[config.mk]
export PLATFORM = sky130hd
export DESIGN_NAME = flash_upload_command_sequencer_core
export DESIGN_NICKNAME = d
export VERILOG_FILES = /design/src/sv/fusc_pkg.sv /design/src/sv/flash_upload_command_sequencer_core.sv /design/src/sv/fusc_seq.sv /design/src/sv/fusc_queue.sv
export SDC_FILE = /design/constraint.sdc
export NUM_CORES = 1
export LEC_CHECK = 0
export BUFFER_PORTS_ARGS = -buffer_cell sky130_fd_sc_hd__buf_2
export CAP_MARGIN = 20
export CORE_MARGIN = 3
export CORE_UTILIZATION = 61
export DETAILED_ROUTE_END_ITERATION = 16
export MAX_ROUTING_LAYER = met4
export PLACE_DENSITY = 0.82
export SETUP_SLACK_MARGIN = 0.15
export SLEW_MARGIN = 20
export SYNTH_ARGS = -nofsm -noshare
export SYNTH_HDL_FRONTEND = slang
export SYNTH_HIERARCHICAL = 1
export SYNTH_SLANG_ARGS = --single-unit
[constraint.sdc]
create_clock -name clk -period 8.7 [get_ports clk]
set_input_delay 1.74 -clock clk [delete_from_list [all_inputs] [get_ports clk]]
set_output_delay 1.74 -clock clk [all_outputs]
set_load 0.01 [all_outputs]
[src/sv/fusc_pkg.sv]
`timescale 1ns / 1ps
package fusc_pkg;

  localparam int PAGE_BYTES        = 64;
  localparam int PAGE_BITS         = $clog2(PAGE_BYTES);
  localparam int RESET_VECTOR_WORD = 0;

  localparam logic [15:0] VEC_ADDR      = 16'(RESET_VECTOR_WORD * 2);
  localparam logic [15:0] VEC_ADDR_NEXT = 16'(RESET_VECTOR_WORD * 2 + 2);
  localparam logic [15:0] PAGE_MASK     = ~16'(PAGE_BYTES - 1);
  localparam logic [15:0] RJMP_BASE     = 16'hC000;
  localparam logic [15:0] JMP_OPCODE    = 16'h940C;
  localparam logic [15:0] RJMP_LIMIT    = 16'd8192;

  // result actions
  localparam logic [2:0] ACT_NONE  = 3'd0;
  localparam logic [2:0] ACT_INFO  = 3'd1;
  localparam logic [2:0] ACT_CLEAR = 3'd2;
  localparam logic [2:0] ACT_FILL  = 3'd3;
  localparam logic [2:0] ACT_WRITE = 3'd4;
  localparam logic [2:0] ACT_ERASE = 3'd5;
  localparam logic [2:0] ACT_LEAVE = 3'd6;

  // pending commands
  localparam logic [6:0] PEND_NONE  = 7'd0;
  localparam logic [6:0] PEND_ERASE = 7'd2;
  localparam logic [6:0] PEND_EXIT  = 7'd4;
  localparam logic [6:0] PEND_WRITE = 7'd64;

  // request codes
  localparam logic [7:0] REQ_INFO     = 8'd0;
  localparam logic [7:0] REQ_SET_ADDR = 8'd1;
  localparam logic [7:0] REQ_DATA     = 8'd3;

  localparam logic OP_SETUP = 1'b0;
  localparam logic OP_TICK  = 1'b1;

  localparam logic CFG_BOOT_ADDR = 1'b0;
  localparam logic CFG_AUTO_EXIT = 1'b1;

  localparam logic [15:0] BOOT_ADDR_RST = 16'd6144;
  localparam logic [15:0] AUTO_EXIT_RST = 16'd1200;

  localparam int QUEUE_DEPTH = 4;
  localparam int QUEUE_PTR_W = $clog2(QUEUE_DEPTH);
  localparam int QUEUE_CNT_W = $clog2(QUEUE_DEPTH + 1);

  typedef struct packed {
    logic       op;
    logic [7:0] request_code;
    logic [15:0] value_word;
    logic [15:0] index_word;
    logic       timed_out;
    logic       app_present;
  } item_t;

  typedef struct packed {
    logic [2:0]  action;
    logic [15:0] flash_address;
    logic [15:0] flash_data;
    logic        last;
  } result_t;

  // up to two result beats produced by one accepted item
  typedef struct packed {
    logic [1:0] count;
    result_t    first;
    result_t    second;
  } push_t;

endpackage

[src/sv/flash_upload_command_sequencer_core.sv]
`timescale 1ns / 1ps
// Upload command sequencer for a flash bootloader.
// Input stream (in_*): one beat per host setup request or main-loop poll tick;
// in_tuser carries the kind (0 setup, 1 tick). Result stream (out_*): one or
// two beats per input beat, the action in out_tuser, out_tlast on the final
// beat of each input. Data requests give two fill beats, ticks may give an
// erase or page write followed by a leave, everything else gives one beat.
// Configuration (cfg_*): boot address (index 0) and auto-exit poll count
// (index 1); cfg_ready is always high, write only while the block is idle.
// Results are registered: the beats of an accepted item are written into a
// four-entry queue, whose head drives out_*. Throughput: one input beat per
// cycle while each item gives one result beat and out_tready is high; an item
// with two beats sends them one after the other through the single result port.
// in_tready is high while the queue has at least two free entries, independent of
// out_tready, so a stalled receiver holds its beats in the queue and the input
// side keeps going until fewer than two entries are free.
// Reset clears the write address, pending command, idle count and the queue,
// and loads the boot address with 6144 and the auto-exit count with 1200.
module flash_upload_command_sequencer_core
  import fusc_pkg::*;
(
  input  logic        clk,
  input  logic        rst_n,
  input  logic        in_tvalid,
  output logic        in_tready,
  input  logic [47:0] in_tdata,   // request_code, value_word, index_word,
                                  // timed_out, app_present, zero pad
  input  logic        in_tuser,   // op
  output logic        out_tvalid,
  input  logic        out_tready,
  output logic [31:0] out_tdata,  // flash_address, flash_data
  output logic [2:0]  out_tuser,  // action
  output logic        out_tlast,
  input  logic        cfg_valid,
  output logic        cfg_ready,
  input  logic        cfg_index,
  input  logic [15:0] cfg_data
);

  item_t   item;
  push_t   push;
  result_t head;
  logic    in_accept;
  logic    room;

  assign item.op           = in_tuser;
  assign item.request_code = in_tdata[7:0];
  assign item.value_word   = in_tdata[23:8];
  assign item.index_word   = in_tdata[39:24];
  assign item.timed_out    = in_tdata[40];
  assign item.app_present  = in_tdata[41];

  assign in_tready = room;
  assign in_accept = in_tvalid && room;
  assign cfg_ready = 1'b1;

  fusc_seq u_seq (
    .clk        (clk),
    .rst_n      (rst_n),
    .cfg_we     (cfg_valid),
    .cfg_index  (cfg_index),
    .cfg_data   (cfg_data),
    .item_valid (in_accept),
    .item       (item),
    .push       (push)
  );

  fusc_queue u_queue (
    .clk        (clk),
    .rst_n      (rst_n),
    .push       (push),
    .room       (room),
    .head_valid (out_tvalid),
    .head       (head),
    .pop        (out_tready)
  );

  assign out_tdata = {head.flash_data, head.flash_address};
  assign out_tuser = head.action;
  assign out_tlast = head.last;

endmodule

[src/sv/fusc_seq.sv]
`timescale 1ns / 1ps
module fusc_seq
  import fusc_pkg::*;
(
  input  logic        clk,
  input  logic        rst_n,
  input  logic        cfg_we,
  input  logic        cfg_index,
  input  logic [15:0] cfg_data,
  input  logic        item_valid,
  input  item_t       item,
  output push_t       push
);

  logic [15:0] boot_address_r, boot_address_nxt;
  logic [15:0] auto_exit_r, auto_exit_nxt;
  logic [15:0] write_address_r, write_address_nxt;
  logic [6:0]  pending_r, pending_nxt;
  logic [15:0] idle_count_r, idle_count_nxt;

  logic [15:0] wa_plus2;
  logic [15:0] wa_plus4;
  logic [15:0] wa_minus2;
  logic [15:0] idle_inc;
  logic [15:0] set_addr;
  logic        leave;
  logic        primary;
  result_t     r_primary;
  result_t     r_leave;

  function automatic logic [15:0] patch_word(input logic [15:0] addr,
                                             input logic [15:0] boot,
                                             input logic [15:0] data);
    logic [15:0] w;
    w = data;
    if (boot < RJMP_LIMIT) begin
      if (addr == VEC_ADDR) begin
        w = RJMP_BASE + {1'b0, boot[15:1]} - 16'd1;
      end
    end else begin
      if (addr == VEC_ADDR) begin
        w = JMP_OPCODE;
      end else if (addr == VEC_ADDR_NEXT) begin
        w = {1'b0, boot[15:1]};
      end
    end
    return w;
  endfunction

  always_comb begin
    boot_address_nxt = boot_address_r;
    auto_exit_nxt    = auto_exit_r;
    if (cfg_we) begin
      unique case (cfg_index)
        CFG_BOOT_ADDR: boot_address_nxt = cfg_data;
        CFG_AUTO_EXIT: auto_exit_nxt    = cfg_data;
        default:       boot_address_nxt = boot_address_r;
      endcase
    end
  end

  always_comb begin
    write_address_nxt = write_address_r;
    pending_nxt       = pending_r;
    idle_count_nxt    = idle_count_r;
    wa_plus2          = write_address_r + 16'd2;
    wa_plus4          = write_address_r + 16'd4;
    wa_minus2         = write_address_r - 16'd2;
    idle_inc          = idle_count_r + 16'd1;
    set_addr          = item.index_word & PAGE_MASK;
    leave             = 1'b0;
    primary           = 1'b0;
    r_primary         = '0;
    r_leave           = '0;
    r_leave.action    = ACT_LEAVE;
    push              = '0;

    if (item.op == OP_SETUP) begin
      idle_count_nxt = {8'd0, idle_count_r[7:0]};
      unique case (item.request_code)
        REQ_INFO: begin
          push.count        = 2'd1;
          push.first.action = ACT_INFO;
        end
        REQ_SET_ADDR: begin
          // ignored while the write address is zero (after reset or an erase)
          if (write_address_r != 16'd0) begin
            write_address_nxt        = set_addr;
            push.count               = 2'd1;
            push.first.action        = ACT_CLEAR;
            push.first.flash_address = set_addr;
          end
        end
        REQ_DATA: begin
          write_address_nxt         = wa_plus4;
          push.count                = 2'd2;
          push.first.action         = ACT_FILL;
          push.first.flash_address  = write_address_r;
          push.first.flash_data     = patch_word(write_address_r, boot_address_r,
                                                 item.value_word);
          push.second.action        = ACT_FILL;
          push.second.flash_address = wa_plus2;
          push.second.flash_data    = patch_word(wa_plus2, boot_address_r,
                                                 item.index_word);
          if (wa_plus4[PAGE_BITS-1:0] == '0) begin
            pending_nxt = PEND_WRITE;
          end
        end
        default: pending_nxt = item.request_code[5:0] == 6'd0 ? PEND_NONE
                                                               : {1'b0, item.request_code[5:0]};
      endcase
    end else begin
      if (pending_r == PEND_ERASE) begin
        primary           = 1'b1;
        r_primary.action  = ACT_ERASE;
        write_address_nxt = 16'd0;
      end
      if (pending_r == PEND_WRITE && wa_minus2 < boot_address_r) begin
        primary                 = 1'b1;
        r_primary.action        = ACT_WRITE;
        r_primary.flash_address = wa_minus2;
      end
      if (pending_r == PEND_EXIT) begin
        leave = item.timed_out;
      end else begin
        pending_nxt = PEND_NONE;
      end
      if (!leave) begin
        idle_count_nxt = idle_inc;
        if (auto_exit_r != 16'd0 && idle_inc == auto_exit_r && item.app_present) begin
          leave = 1'b1;
        end
      end
      if (primary && leave) begin
        push.count  = 2'd2;
        push.first  = r_primary;
        push.second = r_leave;
      end else if (primary) begin
        push.count = 2'd1;
        push.first = r_primary;
      end else if (leave) begin
        push.count = 2'd1;
        push.first = r_leave;
      end
    end

    // nothing to report: a single empty beat
    if (push.count == 2'd0) begin
      push.count        = 2'd1;
      push.first.action = ACT_NONE;
    end
    if (push.count == 2'd2) begin
      push.second.last = 1'b1;
    end else begin
      push.first.last = 1'b1;
    end
    if (!item_valid) begin
      push.count = 2'd0;
    end
  end

  always_ff @(posedge clk) begin
    if (!rst_n) begin
      boot_address_r  <= BOOT_ADDR_RST;
      auto_exit_r     <= AUTO_EXIT_RST;
      write_address_r <= '0;
      pending_r       <= PEND_NONE;
      idle_count_r    <= '0;
    end else begin
      boot_address_r <= boot_address_nxt;
      auto_exit_r    <= auto_exit_nxt;
      if (item_valid) begin
        write_address_r <= write_address_nxt;
        pending_r       <= pending_nxt;
        idle_count_r    <= idle_count_nxt;
      end
    end
  end

  a_erase_clears_addr: assert property (@(posedge clk) disable iff (!rst_n)
    item_valid && item.op == OP_TICK && pending_r == PEND_ERASE
    |=> write_address_r == 16'd0)
    else $error("erase tick did not clear write address");

  a_pending_cleared: assert property (@(posedge clk) disable iff (!rst_n)
    item_valid && item.op == OP_TICK && pending_r != PEND_EXIT
    |=> pending_r == PEND_NONE)
    else $error("tick left a stale pending command");

  a_fill_pair: assert property (@(posedge clk) disable iff (!rst_n)
    item_valid && item.op == OP_SETUP && item.request_code == REQ_DATA
    |-> push.count == 2'd2 && push.second.flash_address == push.first.flash_address + 16'd2)
    else $error("data request did not give two consecutive fill beats");

endmodule

[src/sv/fusc_queue.sv]
`timescale 1ns / 1ps
module fusc_queue
  import fusc_pkg::*;
(
  input  logic    clk,
  input  logic    rst_n,
  input  push_t   push,
  output logic    room,
  output logic    head_valid,
  output result_t head,
  input  logic    pop
);

  result_t                 mem [QUEUE_DEPTH];
  logic [QUEUE_PTR_W-1:0]  wr_ptr_r, wr_ptr_nxt;
  logic [QUEUE_PTR_W-1:0]  rd_ptr_r, rd_ptr_nxt;
  logic [QUEUE_CNT_W-1:0]  count_r, count_nxt;
  logic [QUEUE_PTR_W-1:0]  wr_ptr_plus1;
  logic                    do_pop;

  assign wr_ptr_plus1 = wr_ptr_r + 1'b1;
  assign head_valid   = count_r != '0;
  assign head         = mem[rd_ptr_r];
  assign do_pop       = pop && head_valid;
  // two free slots cover the largest burst of one item
  assign room         = count_r <= QUEUE_CNT_W'(QUEUE_DEPTH - 2);

  always_comb begin
    wr_ptr_nxt = wr_ptr_r + QUEUE_PTR_W'(push.count);
    rd_ptr_nxt = rd_ptr_r + QUEUE_PTR_W'(do_pop);
    count_nxt  = count_r + QUEUE_CNT_W'(push.count) - QUEUE_CNT_W'(do_pop);
  end

  always_ff @(posedge clk) begin
    if (push.count != 2'd0) begin
      mem[wr_ptr_r] <= push.first;
    end
    if (push.count == 2'd2) begin
      mem[wr_ptr_plus1] <= push.second;
    end
  end

  always_ff @(posedge clk) begin
    if (!rst_n) begin
      wr_ptr_r <= '0;
      rd_ptr_r <= '0;
      count_r  <= '0;
    end else begin
      wr_ptr_r <= wr_ptr_nxt;
      rd_ptr_r <= rd_ptr_nxt;
      count_r  <= count_nxt;
    end
  end

  a_no_overflow: assert property (@(posedge clk) disable iff (!rst_n)
    push.count != 2'd0 |-> room)
    else $error("result queue written without room");

  a_count_bound: assert property (@(posedge clk) disable iff (!rst_n)
    count_r <= QUEUE_CNT_W'(QUEUE_DEPTH))
    else $error("result queue count out of range");

  a_ptr_gap: assert property (@(posedge clk) disable iff (!rst_n)
    QUEUE_PTR_W'(wr_ptr_r - rd_ptr_r) == QUEUE_PTR_W'(count_r))
    else $error("result queue pointers disagree with count");

endmodule

-- Yosys cells after proc, flatten, opt, wreduce, memory -nomap -nowiden
Memory sizes are Yosys's and may differ from the RTL's. A register that Yosys moved wholly into a read port is not among the register bits.
Cells that the tools add are included.
- register bits after elaboration: 78
- bits in writable memories: 144
- input port bits: 71
- output and inout port bits: 39
- word-level logic and storage cells: 117
- memories kept: 1
- $add $sub $neg: 11
- order comparisons: 3
- equal/unequal tests: 16
- muxes and demuxes: 51
- bitwise logic cells: 2
- reduce and logical (&&, ||, !) cells: 24
- memory list (memory ; depth ; bits a word ; read ports ; clocked after Yosys merged registers in ; wr ports ; RTL line ; text):
    u_queue.mem ; 4 ; 36 ; 1 ; 1 ; 2 ; fusc_queue.sv:14 ; result_t mem [QUEUE_DEPTH];
- operator list (cell ; count):
    16-bit 2-to-1 mux ; 14
    37-bit 2-to-1 mux ; 3
    16-bit one-hot mux with 2 select lines ; 2
    38-bit 2-to-1 mux ; 1
    36-bit 2-to-1 mux ; 1
    35-bit 2-to-1 mux ; 1
    34-bit 2-to-1 mux ; 1
    16-bit by 2-bit equality test with 1-bit output, second input constant ; 2
    16-bit zero test ; 2
    16-bit nonzero test ; 2
    7-bit 2-to-1 mux ; 3
    20-bit 2-to-1 mux ; 1
    19-bit 2-to-1 mux ; 1
    16-bit by 1-bit adder with 16-bit output, second input constant ; 1
    16-bit by 15-bit adder with 16-bit output, first input constant ; 1
    16-bit by 2-bit adder with 16-bit output, second input constant ; 1
    16-bit by 3-bit adder with 16-bit output, second input constant ; 1
    16-bit equality test ; 1
    16-bit by 14-bit < comparator with 1-bit output, second input constant ; 1
    16-bit < comparator ; 1
    1-bit 2-to-1 mux ; 16
    16-bit by 1-bit subtractor with 16-bit output, second input constant ; 1
    16-bit by 2-bit subtractor with 16-bit output, second input constant ; 1
    5-bit one-hot mux with 3 select lines ; 1
    other kinds (31) ; 47

-- Logic depth before layout (Yosys ltp)
- depth after elaboration: 17
- gate-level depth with buffers: 23
- depth with buffers taken out: 22

-- Cells and area by module
The synthesis kept the hierarchy.
- by module, submodules not included (module ; times used ; cells an instance ; area each (um^2) ; sequential area each (um^2)):
    fusc_queue ; 1 ; 393 ; 7380.8 ; 4464.3
    fusc_seq ; 1 ; 788 ; 5482.8 ; 1381.3
    flash_upload_command_sequencer_core ; 1 ; 3 ; 17.5 ; 0.0

-- Worst setup path before layout
Ideal clock, no wire load.
- kind: flip-flop to flip-flop
- from: register u_seq.write_address_r[5]
- to: memory u_queue/mem[0][0] (netlist name) (enable)
- data arrival time: 6172 ps
- data required time: 8221 ps
- path slack: 2049 ps
- cell stages (with the launch flop): 20
- path through: dfxtp_1 buf_2 nor4_4 nand2_1 or4_1 xnor2_1 ha_1 nand2_1 o21ai_0 a21oi_1 and2_1 a21oi_1 inv_1 ha_1 nand2_1 inv_1 a21oi_1 and2_1 o21bai_1 o21ai_0
- RTL lines (item ; RTL line ; text):
    from (decl) ; fusc_seq.sv:17 ; logic [15:0] write_address_r, write_address_nxt;
    from (signal assigned) ; fusc_seq.sv:173 ; write_address_r <= write_address_nxt;
    to (decl) ; fusc_queue.sv:14 ;

==> results.md <==
- The area growth from synthesis to layout is 10.8%.
- The synthesized design contains 144 enable-type register cells.
- The relative max-transition margin is 32.1%.
- Fill cells in the final layout number 1465.
- The number of DRC violations after detailed routing is 0.
- The via count of the first global-routing pass came to 9642.
- The number of nets in the layout is 1338.
- The total of cells resized after clock tree synthesis is 0.
- CTS built an H-tree with a depth of 1.
- The number of inserted diodes is 0.
- The maximum clock path buffer count is 3.
- After synthesis, the netlist uses 79 different library cells.
- The total overflow reported by the global router is 0.
- Yosys attributes the largest share of cell area to sky130_fd_sc_hd__edfxtp_1 34%, sky130_fd_sc_hd__mux2_2 12%, sky130_fd_sc_hd__dfxtp_1 12%, sky130_fd_sc_hd__mux4_2 6.3%, sky130_fd_sc_hd__nand2_1 4.3%.
- STA puts the critical path data required time at roughly 8.9 ns.
- The share of the Yosys chip area taken by registers is 45.4%.
- The die covers 22900 sq um.
- The post-synthesis sequential element count is 220.
- The post-route minimum period is 6.09 ns.
- The top flip-flop cell by instance count after synthesis is sky130_fd_sc_hd__edfxtp_1.
- The number of antenna violations at the first check in global routing is 0.
- The violation count after the first detailed-routing iteration is slightly below 1000.
- The transition at the pin with the smallest max-transition slack is 1.02 ns.
- The buffers inserted during post-CTS setup optimization is 0.
- The sum of negative setup slack is 0 ns.
- The total power is slightly below 3 mW.
- The gate count after technology mapping is 1184.
- The first global-routing pass estimated roughly 53 mm of wire.
- The run finished with clean final reports.
- Summed over all cells, the static leakage comes to 5.35 nW.
- STA classifies the critical path endpoint as a flop.
- The register clock-pin slew on the reported worst setup and hold paths is 0.06 ns.
- In the routed layout, each cell is associated on average with a via count of between 6 and 7.
- The total global routing track utilization is 30.3%.
- Entering global routing, the biggest net connects 52 pins.
- For this run, asynchronously set or reset flops after synthesis account for 0%.
- Setup repair after global routing left no endpoint under its margin.
- The final worst slack is 2.61 ns.
- The type of origin of the critical path is a flop.
- The number of sinks handled by clock tree synthesis is 220.
- The final number of max-transition violations is 0.
- The area of the core is between 20000 and 25000 sq um.
- sky130_fd_sc_hd__edfxtp_1 takes more of the synthesized area than any other cell.
- At the worst endpoint, the arrival time is 6.33 ns.
- The buffer cell driving the clock tree root is sky130_fd_sc_hd__clkbuf_16.
- The total of warnings raised by yosys is 6.
- The critical setup path kind is reg2reg.
- In this run the count of I/O pins placed on the die edge is 110.
- Setup violations remaining at the end of the flow were counted as 0.
- The clock reaches the later pin of the worst-skew pair after 0.53 ns.
- Leaving out fill and tap cells, the most frequent cell in the layout is sky130_fd_sc_hd__nand2_1.
- Across the run, the number of max-cap violations was 0.
- The overall die height is 151 um.
- The largest fanout on the critical path is 37.
- The maximum clock frequency is 0.164 GHz.
- Leaving out fill and tap cells, the most frequent cells in the layout are 146 x sky130_fd_sc_hd__nand2_1, 144 x sky130_fd_sc_hd__edfxtp_1, 142 x sky130_fd_sc_hd__mux2_2.
- The initial standard-cell utilization of the core is 62.9%.
- The worst min-delay path category is reg2reg.
- Cells with a size suffix above 1 make up 28.7% of the layout.
- Dividing total power by cell area gives a power density of 208 nW/um^2.
- In this run the core area contains 52 standard-cell rows.
- Cells fill 69.6% of the core in the end.
- The final count of hold timing violations came to 0.
- After detailed routing, the average wire length per cell comes to 22.0 um.
- IR analysis of the VDD net gives a maximum drop of 131 uV.
- The area of the mapped netlist is between 10000 and 15000 sq um.
- The first-pass iteration count of the detailed router is 8.
- The clock tree from TritonCTS is done.
- The detailed-route via count is a little under 10000.
- After clock tree synthesis, the flow added hold-fix buffers numbering 0.
- Routability-driven placement finished with a final weighted congestion of around 1.
- The post-route fraction of the period consumed by the critical path is approximately 70%.
- The pre-CTS worst setup slack is 2.55 ns.
- The routed wire length is 33.7 mm.
- The count of input and output buffers is between 100 and 150.
- The area share of the largest cell type after synthesis is around 34%.
- The mean post-synth cell area is 10.9 sq um.
- For the final database, setup skew stands at roughly 0.027 ns.
- The antenna violation net count after detailed routing is 0.
- The x dimension of the die is about 150 um.
- Summed over all nets, the half-perimeter wirelength after detailed placement is 22.4 mm.
- On the final layout, the worst hold slack is between 0.4 and 0.5 ns.
- The register-to-register setup slack is 2.61 ns.
- Counting the buffers created by CTS gives 24.
-- synthesized netlist by cell type (all sizes together) (20+ instances only) --
cell type and instances:
a21oi 94, nor2 60, o21ai 29, mux4 36, edfxtp 144, xnor2 34, dfxtp 76, nand2 146
nor3 20, mux2 144, ha 24, clkbuf 45, buf 41, nand3 30, inv 39
-- final timing paths --
kind,endpoint,startpoint,depth (start not counted)
max,u_queue/mem[0][20],u_seq/write_address_r[4],19
max reg2reg,u_queue/mem[0][20],u_seq/write_address_r[4],19
min reg2reg,u_seq/boot_address_r[0],u_seq/boot_address_r[0],2
min,u_seq/boot_address_r[0],u_seq/boot_address_r[0],2
-- critical path, stage by stage, from the launching register on --
cell,delay (ns)
sky130_fd_sc_hd__dfxtp_1,0.48
sky130_fd_sc_hd__nor4_4,0.45
sky130_fd_sc_hd__nand2_1,0.17
sky130_fd_sc_hd__or4_1,0.45
sky130_fd_sc_hd__xnor2_1,0.18
sky130_fd_sc_hd__ha_1,0.32
sky130_fd_sc_hd__nand2_1,0.07
sky130_fd_sc_hd__nor3_1,0.15
sky130_fd_sc_hd__o21ai_0,0.30
sky130_fd_sc_hd__a21oi_1,0.33
sky130_fd_sc_hd__inv_1,0.08
sky130_fd_sc_hd__ha_1,0.21
sky130_fd_sc_hd__nand2_1,0.10
sky130_fd_sc_hd__inv_1,0.10
sky130_fd_sc_hd__a21oi_1,0.49
sky130_fd_sc_hd__and2_1,0.53
sky130_fd_sc_hd__nand4b_1,0.18
sky130_fd_sc_hd__buf_4,0.50
sky130_fd_sc_hd__o21ai_4,0.35
sky130_fd_sc_hd__buf_4,0.34
-- through the flow --
stage | cells | cell area (sq um)
2_1_floorplan | 1185 | 12900
3_3_place_gp | 1486 | 13500
3_5_place_dp | 1486 | 13500
4_1_cts | 1530 | 14300
5_1_grt | 1530 | 14300
6_report | 1530 | 14300
-- cell families after synthesis --
family / count (synthesis) / share of synthesized area (%)
and+or+nand+nor: 372 / 14.4
DFF: 220 / 45.4
AOI/OAI and AO/OA: 203 / 10.0
muxes: 190 / 19.7
buffers and inverters: 127 / 4.68
xor gates and xnor gates: 45 / 3.27
adders and majority gates: 25 / 2.49
other: 2 / 0.0583
-- sequential cells by signal, indices dropped and copies added, names as in the netlist --
| name | flops |
|---|---|
| u_queue/mem | 144 |
| u_seq/auto_exit_r | 16 |
| u_seq/boot_address_r | 16 |
| u_seq/idle_count_r | 16 |
| u_seq/write_address_r | 14 |
| u_seq/pending_r | 7 |
| u_queue/count_r | 3 |
| u_queue/rd_ptr_r | 2 |
| u_queue/wr_ptr_r | 2 |
-- final cells by class --
| type | instances | area (sq um) | area share (%) |
|---|---|---|---|
| inverters | 41 | 154 | 1.08 |
| well taps | 270 | 338 | 2.37 |
| clock inverters | 10 | 135 | 0.947 |
| flip-flops and latches | 220 | 5850 | 41.0 |
| multi-input cells | 838 | 6510 | 45.6 |
| clock buffers | 34 | 668 | 4.68 |
| repair buffers | 117 | 623 | 4.37 |
-- routing by layer --
| metal | track usage [%] | up-vias | part of all wire [%] |
|---|---|---|---|
| met5 | - | - | 0 |
| met4 | 9.52 | 0 | 2.9 |
| met3 | 3.65 | 79 | 8.0 |
| met2 | 48.5 | 509 | 48 |
| met1 | 40.9 | 4787 | 41 |
| li1 | - | 4516 | - |
-- power breakdown --
group	leakage (nW)	switching, mW	internal [mW]	total, mW
clock	0.396	0.413	0.624	1.04
sequential	2.01	0.0613	1.21	1.28
combinational	2.95	0.364	0.290	0.654
total	5.35	0.838	2.13	2.97
(Power assumes the default switching activity.)
